--- src/wto_pkg.sv ---
// shared types, constants and helpers of the wavetable oscillator
package wto_pkg;

    localparam int TABLE_DEPTH = 1024;
    localparam int ADDR_W      = $clog2(TABLE_DEPTH);

    localparam int ACC_W   = 26;
    localparam int FRAC_W  = 16;
    localparam int IPART_W = 10;
    localparam int SAMPLE_W = 8;

    localparam int CFG_IDX_W  = 1;
    localparam int CFG_DATA_W = 26;
    localparam logic [CFG_IDX_W-1:0] REG_PHASE_STEP   = 1'b0;
    localparam logic [CFG_IDX_W-1:0] REG_TABLE_LENGTH = 1'b1;
    localparam logic [IPART_W-1:0]   LENGTH_RESET     = 10'd256;

    localparam logic [1:0] OP_TICK      = 2'd0;
    localparam logic [1:0] OP_LOAD      = 2'd1;
    localparam logic [1:0] OP_PHASE_RST = 2'd2;

    localparam logic [7:0] WEIGHT_MAX = 8'd255;

    // command queue between front and back
    localparam int CQ_DEPTH = 4;
    localparam int CQ_PTR_W = $clog2(CQ_DEPTH);
    localparam int CQ_CNT_W = $clog2(CQ_DEPTH + 1);

    // result buffer in the back end
    localparam int OUT_DEPTH = 4;
    localparam int OUT_PTR_W = $clog2(OUT_DEPTH);
    localparam int OUT_CNT_W = $clog2(OUT_DEPTH + 1);

    typedef enum logic {
        CMD_LOAD = 1'b0,
        CMD_TICK = 1'b1
    } cmd_kind_t;

    // tick: addr is the integer phase, data the interpolation weight
    // load: addr is the table position, data the sample
    typedef struct packed {
        cmd_kind_t           kind;
        logic [IPART_W-1:0]  addr;
        logic [SAMPLE_W-1:0] data;
    } cmd_t;

    function automatic logic [ADDR_W-1:0] to_addr(input logic [IPART_W-1:0] idx);
        to_addr = ADDR_W'(idx);
    endfunction

    function automatic logic [ADDR_W-1:0] next_addr(input logic [IPART_W-1:0] idx);
        logic [IPART_W:0] nxt;
        nxt = {1'b0, idx} + (IPART_W+1)'(1);
        next_addr = ADDR_W'(nxt);
    endfunction

endpackage

--- src/wto_cmd_queue.sv ---
// short command queue between the front and back ends
module wto_cmd_queue (
    input  logic          aclk,
    input  logic          aresetn,
    input  logic          push,
    input  wto_pkg::cmd_t push_data,
    output logic          full,
    input  logic          pop,
    output wto_pkg::cmd_t pop_data,
    output logic          empty
);

    wto_pkg::cmd_t                   slot_reg [wto_pkg::CQ_DEPTH];
    logic [wto_pkg::CQ_PTR_W-1:0]    wptr_reg, wptr_next;
    logic [wto_pkg::CQ_PTR_W-1:0]    rptr_reg, rptr_next;
    logic [wto_pkg::CQ_CNT_W-1:0]    count_reg, count_next;

    assign full     = (count_reg == wto_pkg::CQ_CNT_W'(wto_pkg::CQ_DEPTH));
    assign empty    = (count_reg == '0);
    assign pop_data = slot_reg[rptr_reg];

    always_comb begin
        wptr_next  = wptr_reg;
        rptr_next  = rptr_reg;
        count_next = count_reg;
        if (push) begin
            wptr_next = wptr_reg + wto_pkg::CQ_PTR_W'(1);
        end
        if (pop) begin
            rptr_next = rptr_reg + wto_pkg::CQ_PTR_W'(1);
        end
        if (push && !pop) begin
            count_next = count_reg + wto_pkg::CQ_CNT_W'(1);
        end else if (pop && !push) begin
            count_next = count_reg - wto_pkg::CQ_CNT_W'(1);
        end
    end

    always_ff @(posedge aclk) begin
        if (!aresetn) begin
            wptr_reg  <= '0;
            rptr_reg  <= '0;
            count_reg <= '0;
        end else begin
            wptr_reg  <= wptr_next;
            rptr_reg  <= rptr_next;
            count_reg <= count_next;
        end
    end

    always_ff @(posedge aclk) begin
        if (push) begin
            slot_reg[wptr_reg] <= push_data;
        end
    end

endmodule

--- config.mk ---
export PLATFORM = sky130hd
export DESIGN_NAME = wto_cmd_queue
export DESIGN_NICKNAME = d
export VERILOG_FILES = /design/src/wto_pkg.sv /design/src/wto_cmd_queue.sv
export SDC_FILE = /design/constraint.sdc
export NUM_CORES = 1
export LEC_CHECK = 0
export BUFFER_PORTS_ARGS = -buffer_cell sky130_fd_sc_hd__buf_4
export CORE_UTILIZATION = 51
export CTS_CLUSTER_DIAMETER = 100
export DETAILED_ROUTE_END_ITERATION = 10
export GPL_ROUTABILITY_DRIVEN = 0
export HOLD_SLACK_MARGIN = 0.05
export PLACE_DENSITY = 0.75
export RECOVER_POWER = 100
export SLEW_MARGIN = 15
export SYNTH_ARGS = -nofsm -noshare
export SYNTH_HDL_FRONTEND = slang
export SYNTH_SLANG_ARGS = --single-unit
--- constraint.sdc ---
create_clock -name aclk -period 1.55 [get_ports aclk]
set_clock_uncertainty 0.2 [all_clocks]
set_input_delay 0.0775 -clock aclk [delete_from_list [all_inputs] [get_ports aclk]]
set_output_delay 0.0775 -clock aclk [all_outputs]
set_load 0.02 [all_outputs]
**After elaboration in Yosys (flattened, before gate mapping)**

Memories as Yosys holds them, arrays and structs flattened. A register that Yosys moved wholly into a read port is not among the register bits.
Cells that the tools add are included.

- Logic and storage cells: 21
- Bits in registers: 7
- Memories kept: 1
- Output and inout port bits: 21
- Bits of input ports: 23
- RAM bits: 76

- Add/sub/neg operators: 4
- Muxes and demuxes: 6
- Reductions and logical operators: 6
- Equality and inequality tests: 1

Memory list:

| memory | words | width | read ports | clocked after Yosys merged registers in | wr ports | line | RTL |
|---|---|---|---|---|---|---|---|
| slot_reg | 4 | 19 | 1 | 1 | 1 | wto_cmd_queue.sv:13 | `wto_pkg::cmd_t slot_reg [wto_pkg::CQ_DEPTH];` |

Operators with widths:

| operator | number |
|---|---|
| 2-to-1 mux 3 bit | 2 |
| adder 2 x 1 -> 2 bit, second input constant | 2 |
| 2-to-1 mux 2 bit | 2 |
| adder 3 x 1 -> 3 bit, second input constant | 1 |
| == test 3 bit, second input constant | 1 |
| zero test 3 bit | 1 |
| subtractor 3 x 1 -> 3 bit, second input constant | 1 |
| logical AND 1 bit | 2 |
| zero test 1 bit | 2 |
| 2-to-1 mux 1 bit | 2 |
| nonzero test 2 bit | 1 |

**Depth between registers and ports, before layout**

Gate-level depths: netlist of run 1.

- Word-level depth: 4
- Depth in mapped cells: 7
- Mapped depth without buffers: 7

**Worst setup path before layout of run 1**

Ideal clock, no wire load.

- Path kind: register to register
- From: register count_reg[0] (netlist name)
- To: register count_reg[2] (netlist name)
- Required time: 1.274 ns
- Cell stages (with the launch flop): 5
- Buffers on the path: 0
- Slack: -0.079 ns
- Arrival time: 1.353 ns
- Library setup time: 0.076 ns
- Period minus slack after synthesis: 1.629 ns
- Cell sequence: dfxtp_1 fa_1 xor2_1 or3_1 a21boi_0

- Cells in the longest elaborated chain, start to end: 3
- Elaborated cells on any way between the ends: 4
- Classes of those cells: add/sub (2); mux (2)

RTL lines:

| element | line | RTL |
|---|---|---|
| from (decl) | wto_cmd_queue.sv:16 | `logic [wto_pkg::CQ_CNT_W-1:0] count_reg, count_next;` |
| from (signal assigned) | wto_cmd_queue.sv:47 | `count_reg <= count_next;` |
| subtractor 3 x 1 -> 3 bit | wto_cmd_queue.sv:35 | `count_next = count_reg - wto_pkg::CQ_CNT_W'(1);` |
| 2-to-1 mux 3 bit | wto_cmd_queue.sv:34 | `end else if (pop && !push) begin` |
| 2-to-1 mux 3 bit * | wto_cmd_queue.sv:32 | `if (push && !pop) begin` |

Every way passes the cells marked *; elsewhere a longest branch is shown, timed or not. The select of a mux whose other input is x is not followed.
A chain may end at the register's enable or synchronous reset.

==> impl_metrics.csv, run 1 <==
group,metric,value,unit
outcome,status,"finished with violations",
outcome,violations,"negative setup slack",
detailed_routing,drt_iter0_drc,53,
grt,grt_pass1_wl,8.56,mm
die,dieWidth,81.6,um
detailed_routing,vias,1591,
grt,grt_overflow_total,0,
grt,antenna_found_initial,0,
timing,tightest_slew,310,ps
die,fp.dieH,81.6,um
cts,path_clk_slew,70,ps
synth,synthTopCellsByArea,"edfxtp_1 (71%), mux4_1 (7.3%), mux4_2 (7.0%), dfxtp_1 (5.6%), ha_1 (1.9%)",
cts,cts_root_buf,"clkbuf_8",
detailed_routing,ant_nets,0,
synth,synth_area_per_cell,22.8,um^2
power,irDropWorstVdd,0.000760,V
detailed_routing,vias_per_cell,5.13,
cts,clk_latency,340,ps
layout,post-route-util,68.6,%
worst_setup_path,end_kind,"output port",
timing,worst_slack,-303,ps
grt,gr-usage-all-layers,19.3,%
synth,synth_area_leader_cell,"edfxtp_1",
min_path,hold_class,"primary input to flip-flop",
detailed_routing,routed_wl,5.70,mm
job,max_cap_violations,0,
synth,synth_ff_type,"edfxtp_1",
die,dieArea,0.00666,mm^2
layout,largest_reg_flops,76,
synth,ys_types,21,
detailed_routing,firstDrtPassIters,3,
worst_setup_path,cp.arrival,1580,ps
synth,synthArstFlopShare,0,%
die,num_rows,28,
timing,slew_viol_final,0,
layout,fin_nets,259,
placement,port_buffers,43,
cts,cts_sinks,85,
min_path,min_path_cells,4,
synth,synth_edf_count,76,
timing,fmax,540,MHz
synth,syn_nets,171,
power,power_density,1190,mW/mm^2
worst_setup_path,path_buf_inv,2,
detailed_routing,wire_per_inst,18.4,um
layout,antennaDiodeCount,0,
timing,period_share,120,%
layout,stdcell_count,310,
die,start_util,53.6,%
placement,pre_cts_slack,-154,ps
cts,clk_path_buf_depth,2,
power,power_leakage,0.00143,uW
synth,ys_top_cells_by_count,"edfxtp_1 (76), mux4_2 (10), and2_1 (9), dfxtp_1 (9), mux4_1 (9)",
worst_setup_path,cp_cell_sequence,"buf_12 > mux4_2 > buf_6",
synth,synth-seq-area-share,76.2,%
synth,synth_area,0.00323,mm^2
timing,post-route-min-period,1850,ps
timing,grt_setup_unrepaired,"yes",
detailed_routing,drc,0,
worst_setup_path,cp.depth,3,
synth,yosys.area.top_type_share,70.6,%
worst_setup_path,crit_family,"multiplexers",
worst_setup_path,slowest_stage,"mux4_2",
worst_setup_path,path_class,"flip-flop to output port",
placement,post-dp-hpwl,3.49,mm
worst_setup_path,critPathMaxStageDelay,530,ps
timing,setup_viol,58,
grt,first_global_vias,1781,
die,ioPinCount,44,
die,core_region_area,0.00603,mm^2
layout,layout-drive-gt1-share,31.5,%
worst_setup_path,r2r_cells,4,
cts,htreeDepth,3,
cts,cts_tree,"done",
worst_setup_path,path_max_fanout,10,
synth,synth.most_common_cell,"edfxtp_1",
synth,yosysWarnings,0,
grt,grt_max_degree,20,
cts,cts-buffers-inserted,9,
layout,syn2layout_area_growth,28.0,%
placement,dp.cells,269,
synth,ys_seq_elements,85,
timing,finalHoldViolCount,0,
worst_setup_path,cp-start-kind,"flip-flop",
worst_setup_path,worstPathRequired,1270,ps
timing,relSlewSlack,79.3,%
synth,syn_inst,142,
through the flow:
step           total power, uW  cell area, um^2  setup TNS (ps)  hold slack (ps)
6_report                  4910             4140           -6170             73.8
4_1_cts                   4960             4200           -5670             50.1
3_3_place_gp              3370             3720            -475             76.3
3_5_place_dp              3420             3720           -3830             80.5
5_1_grt                   5070             4140           -9080             78.7
2_1_floorplan             3110             3240           -33.4            -23.6
kinds of logic after synthesis:
logic type | count (synthesis) | share of synthesized area, %
DFF | 85 | 76.2
muxes | 21 | 14.9
buffers and inverters | 8 | 1.74
xor gates and xnor gates | 5 | 1.36
and+or+nand+nor | 15 | 2.83
adders and majority gates | 6 | 2.56
AOI/OAI and AO/OA | 2 | 0.387
path summary, 6_finish.rpt:
path	startpoint	endpoint	slack [ps]
min	push	count_reg[2]$_SDFFE_PN0P_	70
max	flip-flop	pop_data[6]	-300
max reg2reg	count_reg[0]$_SDFFE_PN0P_	count_reg[2]$_SDFFE_PN0P_	0
min reg2reg	count_reg[2]$_SDFFE_PN0P_	count_reg[2]$_SDFFE_PN0P_	320
final cells by class:
cell class | count | area [um^2]
flip-flops and latches | 85 | 2470
fillers | 422 | 1890
repair buffers | 81 | 694
multi-input cells | 49 | 689
clock buffers | 14 | 143
well taps | 75 | 93.8
clock inverters | 2 | 33.8
inverters | 4 | 15.0
placed cells by master, fill, tap and decap left out, types with 2 or more instances in the layout:
cell type / Yosys / layout
clkbuf_2: 0 / 2
dlygate4sd3_1: 0 / 22
buf_12: 1 / 2
buf_6: 1 / 22
xnor2_1: 2 / 2
nor2b_1: 2 / 2
dfxtp_1: 9 / 7
edfxtp_1: 76 / 76
mux2i_1: 2 / 2
clkbuf_1: 0 / 26
xor2_1: 3 / 3
and2_1: 9 / 2
clkbuf_8: 0 / 9
buf_4: 0 / 11
inv_1: 4 / 4
ha_1: 5 / 5
mux4_2: 10 / 19
and2_0: 0 / 3
and2_4: 0 / 3
power by group:
group          internal (uW)  leakage, uW  switching [uW]  total (uW)
combinational            432     0.000575             380         812
clock                    744    0.0000863             682        1430
sequential              2620     0.000773            50.6        2670
worst min-delay path: stages:
cell      delay, ps
buf_4            90
ha_1            210
or3_1           140
a21boi_1         50
metal layers:
| metal | part of all wire (%) | track usage (%) |
|---|---|---|
| met2 | 55 | 35.8 |
| met5 | 0 | 0 |
| met4 | 2.1 | 10.9 |
| met3 | 3.2 | 4.78 |
| met1 | 39 | 19.7 |
repair_timing:
item	4_1_cts	5_1_grt
hold buffers	22	0
buffers inserted	0	2
gates resized for setup	43	0
hold endpoints to repair	85	0
endpoints found under the setup margin	77	21
pin swaps	2	0
gates cloned	1	0
Power figures use the tool's default switching activity.
==> run 2, diff against run 1 <==
- CORE_UTILIZATION: 51 -> 40
- PLACE_DENSITY: 0.75 -> not set
==> impl_metrics.csv, run 2 (synthesis results as in run 1) <==
group,metric,value,unit
detailed_routing,firstDrtPassIters,4,
die,fp.dieH,91.9,um
timing,relSlewSlack,79.8,%
cts,cts-buffers-inserted,9,
timing,slew_viol_final,0,
timing,grt_setup_unrepaired,"yes",
layout,final_common_cell,"edfxtp_1",
die,ioPinCount,44,
worst_setup_path,path_buf_inv,2,
worst_setup_path,cp_cell_sequence,"buf_12 > mux4_2 > buf_6",
worst_setup_path,crit_family,"multiplexers",
die,dieArea,0.00844,mm^2
layout,fin_nets,257,
cts,cts_root_buf,"clkbuf_8",
job,max_cap_violations,0,
cts,cts_sinks,85,
power,irDropWorstVdd,0.000499,V
detailed_routing,drc,0,
worst_setup_path,r2r_cells,4,
layout,layout-drive-gt1-share,33.9,%
cts,clk_latency,350,ps
timing,fmax,542,MHz
grt,grt_pass1_wl,8.65,mm
grt,gr-usage-all-layers,14.2,%
detailed_routing,routed_wl,5.38,mm
worst_setup_path,critPathMaxStageDelay,530,ps
placement,post-dp-hpwl,3.40,mm
worst_setup_path,end_kind,"output port",
detailed_routing,wire_per_inst,16.1,um
cts,path_clk_slew,90,ps
grt,grt_overflow_total,0,
detailed_routing,ant_nets,0,
worst_setup_path,cp.depth,3,
placement,port_buffers,43,
timing,finalHoldViolCount,0,
grt,first_global_vias,1774,
timing,period_share,119,%
layout,layout_common_cells,"edfxtp_1 (76), dlygate4sd3_1 (23), buf_6 (21)",
detailed_routing,vias,1543,
detailed_routing,drt_iter0_drc,61,
timing,tightest_slew,304,ps
cts,htreeDepth,3,
worst_setup_path,cp-start-kind,"flip-flop",
worst_setup_path,path_class,"flip-flop to output port",
timing,whs,33.9,ps
die,num_rows,32,
layout,num-fill-cells,653,
worst_setup_path,slowest_stage,"mux4_2",
grt,antenna_found_initial,0,
layout,largest_reg_flops,76,
timing,worst_slack,-297,ps
min_path,hold_class,"primary input to flip-flop",
cts,postCtsSetupBuffers,0,
die,start_util,41.6,%
worst_setup_path,worstPathRequired,1270,ps
outcome,status,"finished with violations",
detailed_routing,vias_per_cell,4.61,
outcome,violations,"negative setup slack",
cts,clk_path_buf_depth,2,
power,power_density,1220,mW/mm^2
worst_setup_path,path_max_fanout,10,
layout,syn2layout_area_growth,31.0,%
layout,antennaDiodeCount,0,
timing,post-route-min-period,1850,ps
worst_setup_path,cp.arrival,1570,ps
cts,cts_tree,"done",
grt,grt_max_degree,20,
die,dieWidth,91.9,um
power,power_leakage,0.00145,uW
placement,dp.cells,295,
die,core_region_area,0.00777,mm^2
layout,stdcell_count,335,
timing,setup_viol,19,
min_path,min_path_cells,4,
[run 2: cell count changes in the layout (fill, tap and decap cells not counted), sizes merged]
cell,previous run,this run
clkbuf,37,30
inv,4,6
bufinv,1,2
buf,36,35
clkinvlp,0,2
dlygate4sd3,22,23
[run 2: timing repair]
action	CTS	global route
cloned	1	0
gates resized for setup	42	2
hold buffers	23	1
endpoints found under the setup margin	77	23
endpoints found under the hold margin	85	2
pin swaps	2	0
[run 2: through the flow]
stage                     instance area, um^2  power, uW  util (%)  worst slack, ps  setup TNS (ps)
after global routing                     4230       5360      54.5             -351           -7730
after floorplan                          3240       3110         -            -33.4           -33.4
after detailed placement                 3770       3420      48.6             -189           -5190
after CTS                                4300       5230      55.4             -329           -6030
after global placement                   3770       3380      48.6            -72.1           -1060
final                                    4230       5170      54.5             -297           -5170
[run 2: power breakdown]
group,leakage [uW],internal (uW),switching (uW)
Combinational,0.000571,433,374
Clock,0.000106,915,775
Sequential,0.000773,2620,47.6
[run 2: worst min-delay path: stages]
cell,delay (ps)
buf_4,80
ha_2,200
or3_1,110
a21boi_1,50
[run 2: layout make-up]
cell class	instances	area, um^2	area share, %
clock buffers	9	124	2.93
clock inverters	7	97.6	2.31
inverters	4	15.0	0.355
multi-input cells	49	698	16.5
flip-flops and latches	85	2470	58.3
well taps	102	128	3.02
repair buffers	79	702	16.6
[run 2: worst paths after layout]
| kind | startpoint | end | slack [ps] |
|---|---|---|---|
| max | flip-flop | pop_data[3] | -300 |
| min | push | count_reg[2]$_SDFFE_PN0P_ | 30 |
| max reg2reg | count_reg[1]$_SDFFE_PN0P_ | count_reg[2]$_SDFFE_PN0P_ | 10 |
| min reg2reg | count_reg[2]$_SDFFE_PN0P_ | count_reg[2]$_SDFFE_PN0P_ | 320 |
[run 2: layer usage]
metal / wire length (um) / global-route usage [%]
met5: 0 / 0
met4: 91 / 7.03
met3: 192 / 3.23
met2: 2940 / 25.2
met1: 2150 / 16.1
