===== config.mk =====
export PLATFORM = sky130hd
export DESIGN_NAME = wto_front
export DESIGN_NICKNAME = d
export VERILOG_FILES = /design/src/wto_pkg.sv /design/src/wto_front.sv
export SDC_FILE = /design/constraint.sdc
export NUM_CORES = 1
export LEC_CHECK = 0
export BUFFER_PORTS_ARGS = -buffer_cell sky130_fd_sc_hd__buf_2
export CELL_PAD_IN_SITES_DETAIL_PLACEMENT = 0
export CELL_PAD_IN_SITES_GLOBAL_PLACEMENT = 1
export CORE_MARGIN = 8
export CORE_UTILIZATION = 45
export DETAILED_ROUTE_END_ITERATION = 7
export PLACE_DENSITY_LB_ADDON = 0.25
export REMOVE_ABC_BUFFERS = 1
export SYNTH_ARGS = -nofsm -noshare
export SYNTH_HDL_FRONTEND = slang
export SYNTH_SLANG_ARGS = --single-unit

===== constraint.sdc =====
create_clock -name aclk -period 7.75 [get_ports aclk]
set_input_delay 1.1625 -clock aclk [delete_from_list [all_inputs] [get_ports aclk]]
set_output_delay 1.1625 -clock aclk [all_outputs]
set_load 0.01 [all_outputs]

===== src/wto_pkg.sv =====
// shared types, constants and helpers of the wavetable oscillator
package wto_pkg;

    localparam int TABLE_DEPTH = 1024;
    localparam int ADDR_W      = $clog2(TABLE_DEPTH);

    localparam int ACC_W   = 26;
    localparam int FRAC_W  = 16;
    localparam int IPART_W = 10;
    localparam int SAMPLE_W = 8;

    localparam int CFG_IDX_W  = 1;
    localparam int CFG_DATA_W = 26;
    localparam logic [CFG_IDX_W-1:0] REG_PHASE_STEP   = 1'b0;
    localparam logic [CFG_IDX_W-1:0] REG_TABLE_LENGTH = 1'b1;
    localparam logic [IPART_W-1:0]   LENGTH_RESET     = 10'd256;

    localparam logic [1:0] OP_TICK      = 2'd0;
    localparam logic [1:0] OP_LOAD      = 2'd1;
    localparam logic [1:0] OP_PHASE_RST = 2'd2;

    localparam logic [7:0] WEIGHT_MAX = 8'd255;

    // command queue between front and back
    localparam int CQ_DEPTH = 4;
    localparam int CQ_PTR_W = $clog2(CQ_DEPTH);
    localparam int CQ_CNT_W = $clog2(CQ_DEPTH + 1);

    // result buffer in the back end
    localparam int OUT_DEPTH = 4;
    localparam int OUT_PTR_W = $clog2(OUT_DEPTH);
    localparam int OUT_CNT_W = $clog2(OUT_DEPTH + 1);

    typedef enum logic {
        CMD_LOAD = 1'b0,
        CMD_TICK = 1'b1
    } cmd_kind_t;

    // tick: addr is the integer phase, data the interpolation weight
    // load: addr is the table position, data the sample
    typedef struct packed {
        cmd_kind_t           kind;
        logic [IPART_W-1:0]  addr;
        logic [SAMPLE_W-1:0] data;
    } cmd_t;

    function automatic logic [ADDR_W-1:0] to_addr(input logic [IPART_W-1:0] idx);
        to_addr = ADDR_W'(idx);
    endfunction

    function automatic logic [ADDR_W-1:0] next_addr(input logic [IPART_W-1:0] idx);
        logic [IPART_W:0] nxt;
        nxt = {1'b0, idx} + (IPART_W+1)'(1);
        next_addr = ADDR_W'(nxt);
    endfunction

endpackage


===== src/wto_front.sv =====
// front end: config registers, phase accumulator and command decode
module wto_front (
    input  logic                               aclk,
    input  logic                               aresetn,
    input  logic                               s_tvalid,
    output logic                               s_tready,
    input  logic [23:0]                        s_tdata,
    input  logic [1:0]                         s_tuser,
    input  logic                               cfg_wr_en,
    input  logic [wto_pkg::CFG_IDX_W-1:0]      cfg_index,
    input  logic [wto_pkg::CFG_DATA_W-1:0]     cfg_wdata,
    input  logic                               cq_full,
    output logic                               cq_push,
    output wto_pkg::cmd_t                      cq_data
);

    logic [wto_pkg::ACC_W-1:0]   step_reg, step_next;
    logic [wto_pkg::IPART_W-1:0] len_reg, len_next;
    logic [wto_pkg::ACC_W-1:0]   acc_reg, acc_next;

    logic                          accept;
    logic [wto_pkg::ACC_W:0]       sum;
    logic [wto_pkg::IPART_W:0]     ipart;
    logic [wto_pkg::IPART_W:0]     ipart_wrapped;
    logic [wto_pkg::ACC_W-1:0]     acc_tick;

    assign s_tready = !cq_full;
    assign accept   = s_tvalid && s_tready;

    // add step, fold the integer part back by one table length at most
    always_comb begin
        sum   = {1'b0, acc_reg} + {1'b0, step_reg};
        ipart = sum[wto_pkg::ACC_W:wto_pkg::FRAC_W];
        if (ipart >= {1'b0, len_reg}) begin
            ipart_wrapped = ipart - {1'b0, len_reg};
        end else begin
            ipart_wrapped = ipart;
        end
        acc_tick = {ipart_wrapped[wto_pkg::IPART_W-1:0], sum[wto_pkg::FRAC_W-1:0]};
    end

    always_comb begin
        step_next    = step_reg;
        len_next     = len_reg;
        acc_next     = acc_reg;
        cq_push      = 1'b0;
        cq_data.kind = wto_pkg::CMD_LOAD;
        cq_data.addr = s_tdata[9:0];
        cq_data.data = s_tdata[17:10];
        if (cfg_wr_en) begin
            unique case (cfg_index)
                wto_pkg::REG_PHASE_STEP:   step_next = cfg_wdata;
                wto_pkg::REG_TABLE_LENGTH: len_next  = cfg_wdata[wto_pkg::IPART_W-1:0];
                default: ;
            endcase
        end
        if (accept) begin
            unique case (s_tuser)
                wto_pkg::OP_TICK: begin
                    acc_next     = acc_tick;
                    cq_push      = 1'b1;
                    cq_data.kind = wto_pkg::CMD_TICK;
                    cq_data.addr = acc_tick[wto_pkg::ACC_W-1:wto_pkg::FRAC_W];
                    cq_data.data = acc_tick[wto_pkg::FRAC_W-1:wto_pkg::FRAC_W-8];
                end
                wto_pkg::OP_LOAD: begin
                    cq_push = 1'b1;
                end
                wto_pkg::OP_PHASE_RST: begin
                    acc_next = '0;
                end
                default: ;
            endcase
        end
    end

    always_ff @(posedge aclk) begin
        if (!aresetn) begin
            step_reg <= '0;
            len_reg  <= wto_pkg::LENGTH_RESET;
            acc_reg  <= '0;
        end else begin
            step_reg <= step_next;
            len_reg  <= len_next;
            acc_reg  <= acc_next;
        end
    end

endmodule


======== Word level (Yosys, flattened, before mapping) ========
Index checks and enable logic that the tools add are counted.
cells by class
  $add $sub $neg .......................... 2
  magnitude comparators ................... 1
  equality and inequality tests ........... 2
  multiplexer cells ....................... 6
  bitwise logic cells ..................... 1
  reduce and logical (&&, ||, !) cells .... 8
operators by type and width
  cell                                                 number
  case mux 26 bit (2 select lines)                     1
  2-to-1 mux 19 bit                                    2
  adder 26 x 26 -> 27 bit                              1
  >= comparator 11 x 10 -> 1 bit                       1
  2-to-1 mux 10 bit                                    1
  subtractor 10 bit                                    1
  AND reduction 2 bit                                  3
  equality test 2 x 1 -> 1 bit, second input constant  1
  equality test 2 bit, second input constant           1
  logical NOT 2 bit                                    1
  2-to-1 mux 1 bit                                     2
  nonzero test 2 bit                                   1
  OR reduction 2 bit                                   1
  logical AND 1 bit                                    1
  logical NOT 1 bit                                    1
  inverter 1 bit                                       1
storage, ports and cells
  bits in registers ....................... 62
  word-level logic and storage cells ...... 23

======== Logic depth before layout (Yosys ltp) ========
Gate-level depths: netlist of run 1.
  depth in word-level cells ............... 5
  gate-level depth with buffers ........... 19
  depth with buffers taken out ............ 19

======== Worst setup path after synthesis of run 1 ========
No wires, ideal clock.
  path kind ............................... reg-to-output
  start ................................... reg step_reg[0] in the netlist's numbering
  end ..................................... out cq_data[16] in the netlist's numbering
  arrival ................................. 3597 ps
  setup slack ............................. 2991 ps
  cell stages (with the launch flop) ...... 19
  cell sequence ........................... dfxtp_1 -> ha_1 -> fa_1 -> a21oi_1 -> o21ai_1 -> nand4_1 -> a21o_1 -> nand2_1 -> a21oi_1 -> xor2_1 -> ha_1 -> inv_1 -> fa_1 -> a21o_1 -> a21oi_1 -> o221ai_1 -> xnor2_1 -> or3_1 -> o211ai_1
RTL lines
  element                 RTL line         RTL
  from (decl)             wto_front.sv:17  logic [wto_pkg::ACC_W-1:0] step_reg, step_next;
  from (signal assigned)  wto_front.sv:83  step_reg <= step_next;
  to (decl)               wto_front.sv:14  output wto_pkg::cmd_t cq_data

==> results of run 1 <==
[worst reg2reg max path, stage by stage (launching register included)]
cell and delay, ns:
dfxtp_1 0.32, ha_1 0.23, fa_1 0.43, a21oi_1 0.17
o21ai_1 0.12, nand4_1 0.15, a21o_1 0.19, nand2_1 0.11
a31oi_1 0.19, xor2_1 0.33, inv_1 0.11, ha_1 0.36
nand4_1 0.10, nor3_1 0.06, nor4_1 0.38, o211ai_2 0.41
mux2i_1 0.40, o21ai_1 0.11
[power breakdown]
| group | total [mW] | switching, mW | internal [mW] |
|---|---|---|---|
| registers | 0.335 | 0.00626 | 0.328 |
| clock network | 0.333 | 0.134 | 0.199 |
| logic | 0.158 | 0.0928 | 0.0655 |
| total | 0.826 | 0.233 | 0.593 |
[worst max-delay path by stage]
stage | slack (ns) | endpoint | startpoint
finish | 1.96 | cq_data[16] | step_reg[0]
detailed placement | 2.34 | cq_data[16] | step_reg[0]
global route | 1.53 | cq_data[10] | step_reg[0]
global placement | 2.36 | cq_data[16] | step_reg[0]
CTS | 1.93 | cq_data[16] | step_reg[0]
floorplan | 2.99 | cq_data[16] | step_reg[0]
[cells by family (layout without fill, tap and decap cells)]
| family | after synthesis | after routing | synth area share |
|---|---|---|---|
| DFF | 62 | 62 | 0.278 |
| adders and majority gates | 38 | 38 | 0.110 |
| and+or+nand+nor | 213 | 213 | 0.214 |
| muxes | 8 | 8 | 0.0180 |
| AOI/OAI and AO/OA | 173 | 173 | 0.279 |
| buffers and inverters | 48 | 111 | 0.0452 |
| xor gates and xnor gates | 28 | 28 | 0.0550 |
[area by class of cell]
class                      count  area [um^2]
multi-input combinational    460         3020
clock inverter                 5         81.3
sequential                    62         1240
tap                          133          166
inverter                      21         78.8
timing repair buffer          74          375
clock buffer                  11          151
fill                        1004         4570
[routing by layer]
metal,part of all wire,track usage,vias to the layer above
met5,0,0,-
met4,0.0072,0.0385,0
met3,0.037,0.0349,9
met2,0.48,0.312,68
met1,0.48,0.237,1919
li1,-,-,2109
[through the flow]
step / utilization / power [mW] / worst slack, ns
after floorplan: - / 0.446 / 2.99
after global placement: 0.504 / 0.497 / 2.36
after detailed placement: 0.504 / 0.500 / 2.34
after CTS: 0.528 / 0.835 / 1.93
after global routing: 0.528 / 0.869 / 1.53
final: 0.528 / 0.826 / 1.96
[synthesized netlist by cell type, types with 5 or more instances]
library cell	instances
inv_1	18
nor2b_1	11
nor2_1	15
and2_1	5
xnor2_1	21
mux2i_1	8
o21ai_0	15
buf_2	5
nand2_1	141
xor2_1	7
o21ai_1	18
a21o_1	15
clkbuf_1	20
nand4_1	7
o211ai_1	5
nor3_1	11
a22oi_1	9
dfxtp_1	62
a21oi_1	31
a21boi_0	44
ha_1	36
==> results.cfg, run 1 <==
[setup_path]
critical_path_depth = 19
arrival_ns = 4.63
crit_family = compound AO/OA/AOI/OAI gates
crit_path_max_incr_delay_ns = 0.43
reg2reg_depth = 17
slowest_stage = fa_1
crit_type = register to primary output
cp-start-kind = register
crit_buf_inv = 2
timing.rr.end = acc_reg[19]
cp.required_ns = 6.59
crit_top_cell = a21oi_1
crit_fanout = 4
cp_cell_sequence = ha_1 -> fa_1 -> a21oi_1 -> o21ai_1 -> nand4_1 -> a21o_1 -> nand2_1 -> a21oi_1 -> xor2_1 -> ha_1 -> inv_1 -> fa_1 -> a21o_1 -> a21oi_1 -> o221ai_1 -> xnor2_1 -> or3_1 -> o211ai_1 -> buf_2
rr_startpoint = step_reg[0]
end_kind = primary output
worst-r2r-setup-slack_ns = 3.46

[clock_tree]
cts-resized-gates = 0
cts_max_level = 3
clock_latency_ns = 0.34
cts.sinks = 62
cts_tree = done
cts_buffers = 9
hold_buffers = 0
clock_path_buffers = 2
root_buffer = clkbuf_8
post_cts_buffers = 0
clkTransAtPathRegs_ns = 0.08

[route]
wl_per_cell_um = 15.5
drt_first_pass_iters = 4
drc_errors = 0
first_iter_violations = 159
num_vias = 4105
wl_um = 11900
ant_nets = 0
vias_per_cell = 5.36

[sta]
setup-violations-final = 0
worst_pin_slew_ns = 1.22
period_minus_slack_ns = 5.79
rsz0062_at_grt = false
tns_ns = 0
max_freq_mhz = 173
holdWs_ns = 0.458
max_slew_margin = 0.184
finClkSkew_ns = 0.0117
finalHoldViolations = 0
fin_crit_sh = 0.748
maxSlewViolCount = 0

[logic_synthesis]
yosys.cell_types.count = 60
synth_seq_area_share = 0.278
synth_top_cell_by_area = dfxtp_1
yosys.area.top_type_share = 0.278
yosysWarnings = 0
synthFlopType = dfxtp_1
synth_area_mm2 = 0.00446
avgSynthCellArea_um2 = 7.82
synth-async-reset-ratio = 0
synth_area_leaders = dfxtp_1 28%, nand2_1 12%, ha_1 10%, a21boi_0 7.4%, xnor2_1 4.1%
ys_seq_elements = 62
synth_edf_count = 0
syn-instance-count = 570

[cells_and_area]
final_cell_mix = 141 x nand2_1, 72 x buf_2, 62 x dfxtp_1
fin_cells = 766
layout.nets = 724
final_common_cell = nand2_1
fin_area_mm2 = 0.00511
area_growth_pct = 14.7
drive_above_1_share = 0.180
antenna_cells = 0

[die]
io_pins = 79
fp-row-count = 36
dieArea_mm2 = 0.0133
start_util = 0.460
coreArea_mm2 = 0.00968
die_w_um = 116
die_h_um = 116

[worst_hold_path]
hold_start = acc_reg[22]
worstHoldPathCells = 2
hold_path.class = register to register
min_to = acc_reg[22]

[placed_design]
dp_hpwl_um = 9100
dp.cells = 750
gp_congestion = 0.902
io_buffers = 72
place_area_mm2 = 0.00488

[outcome]
status = complete, no violations

[grt]
grt_usage = 0.184
grt_pass1_wl_um = 19600
grt-ovfl-total = 0
antenna_found_initial = 0
grt_max_degree = 54
grt_pass1_vias = 4056

[pwr]
peakVddDrop_uv = 109
p_per_area_mw_per_mm2 = 162
leakage_nw = 2.21

[job]
cap_violations = 0
Power figures use the tool's default switching activity.
==> run 2, diff against run 1 <==
--- a/config.mk
+++ b/config.mk
@@ -9,7 +9,7 @@
 export CELL_PAD_IN_SITES_DETAIL_PLACEMENT = 0
 export CELL_PAD_IN_SITES_GLOBAL_PLACEMENT = 1
 export CORE_MARGIN = 8
-export CORE_UTILIZATION = 45
+export CORE_UTILIZATION = 42
 export DETAILED_ROUTE_END_ITERATION = 7
 export PLACE_DENSITY_LB_ADDON = 0.25
 export REMOVE_ABC_BUFFERS = 1
==> constraint.sdc (replaced) <==
create_clock -name aclk -period 5.8 [get_ports aclk]
set_input_delay 0.87 -clock aclk [delete_from_list [all_inputs] [get_ports aclk]]
set_output_delay 0.87 -clock aclk [all_outputs]
set_load 0.01 [all_outputs]
==> run 2 against run 1 <==
Clock power grew 12%. Non-clock buffer count up 2. Clock skew fell by 0.0015 ns. Sequential share of layout area is 0.072 points higher. Die area up 6.1%.
==> results.cfg, run 2 (same netlist as run 1, synthesis figures left out) <==
[outcome]
status = complete, no violations

[die]
coreArea_mm2 = 0.0103
io_pins = 79
start_util = 0.432
dieArea_mm2 = 0.0142
die_h_um = 119
die_w_um = 119
fp-row-count = 37

[sta]
fin_ws_ns = 0.404
tns_ns = 0
setup-violations-final = 0
finClkSkew_ns = 0.0102
finalHoldViolations = 0
max_freq_mhz = 185
period_minus_slack_ns = 5.40
worst_pin_slew_ns = 1.17
max_slew_margin = 0.219
fin_crit_sh = 0.930
maxSlewViolCount = 0
rsz0062_at_grt = false

[clock_tree]
clock_latency_ns = 0.34
clock_path_buffers = 2
cts_max_level = 3
clkTransAtPathRegs_ns = 0.07
root_buffer = clkbuf_8
cts_buffers = 9
cts_tree = done
cts.sinks = 62

[cells_and_area]
drive_above_1_share = 0.183
layout.nets = 726
fillCellCount = 1059
ff_latch_area_mm2 = 0.00124
multi_input_area_mm2 = 0.00303
final_common_cell = nand2_1
area_growth_pct = 14.3
fin_area_mm2 = 0.00510
antenna_cells = 0
fin_cells = 770
final_cell_mix = 141 x nand2_1, 72 x buf_2, 62 x dfxtp_1

[pwr]
peakVddDrop_uv = 120
finalPower_mw = 1.03
leakage_nw = 2.20
p_per_area_mw_per_mm2 = 203

[grt]
grt_pass1_wl_um = 20100
grt_usage = 0.171
grt_pass1_vias = 4131
antenna_found_initial = 0
grt-ovfl-total = 0
grt_max_degree = 54

[route]
drt_first_pass_iters = 4
drc_errors = 0
ant_nets = 0
first_iter_violations = 156
wl_per_cell_um = 15.4
num_vias = 3990
vias_per_cell = 5.18
wl_um = 11900

[job]
cap_violations = 0

[placed_design]
dp.cells = 753
place_area_mm2 = 0.00488
dp_hpwl_um = 9040
dpl_worst_slack_ns = 0.663
io_buffers = 72
gp_congestion = 0.855

[setup_path]
end_kind = primary output
cp-start-kind = register
crit_fanout = 4
startpoint = step_reg[0]
rr_startpoint = step_reg[0]
cp.required_ns = 4.93
crit_type = register to primary output
arrival_ns = 4.53

[worst_hold_path]
hold_start = acc_reg[17]
hold_path.class = register to register
## run 2: cell count changes in the layout (fill, tap and decap cells not counted)
cell and change:
clkinv_4 -1, clkbuf_8 -1, clkbuf_1 +1, clkinv_2 +1
buf_4 +2, a21oi_1 -1, a21oi_2 +1, nor4_2 +1
bufinv_16 -1, nor4_1 -1
## run 2: final cells by class
class | instances | share of cell area
Clock buffer | 11 | 0.0277
Clock inverter | 4 | 0.00933
Inverter | 21 | 0.0155
Multi-Input combinational cell | 460 | 0.594
Sequential cell | 62 | 0.244
Tap cell | 136 | 0.0334
Timing Repair Buffer | 76 | 0.0766
## run 2: report_power, final
part | internal [mW] | total (mW) | leakage (nW) | switching (mW)
combinational | 0.0909 | 0.214 | 1.60 | 0.123
sequential | 0.439 | 0.447 | 0.504 | 0.00838
clock | 0.206 | 0.374 | 0.0952 | 0.167
total | 0.736 | 1.03 | 2.20 | 0.299
## run 2: repair_timing
item	CTS	global route
resized for setup	0	2
hold buffers	0	0
endpoints found under the setup margin	0	9
setup buffers	0	2
## run 2: worst max-delay path: stages, from the launching register on
cell,delay (ns)
dfxtp_1,0.31
ha_1,0.24
fa_1,0.43
a21oi_1,0.19
o21ai_1,0.12
nand4_1,0.14
a21o_1,0.19
nand2_1,0.10
a21oi_1,0.18
xor2_1,0.31
ha_1,0.23
inv_1,0.05
fa_1,0.39
a21o_1,0.18
a21oi_2,0.22
o221ai_1,0.18
xnor2_1,0.16
or3_1,0.31
o211ai_1,0.09
buf_2,0.16
## run 2: path summary, 6_finish.rpt
kind	end	slack, ns	cells after the start
worst max-delay path	cq_data[16]	0.40	19
worst min-delay path	acc_reg[17]	0.45	2
worst max register to register	acc_reg[18]	1.62	19
worst min register to register	acc_reg[17]	0.45	2
## run 2: layer usage
metal / GRT usage / wire [um] / up-vias
met3: 0.0453 / 530 / 8
li1: - / - / 2118
met2: 0.288 / 5500 / 64
met5: 0 / 0 / -
met1: 0.215 / 5760 / 1800
met4: 0.0387 / 78 / 0
## run 2: per-stage QoR
stage           util  hold WS [ns]
2_1_floorplan      -         0.429
3_3_place_gp   0.473         0.439
3_5_place_dp   0.473         0.448
4_1_cts        0.491         0.458
5_1_grt        0.494         0.482
6_report       0.494         0.451
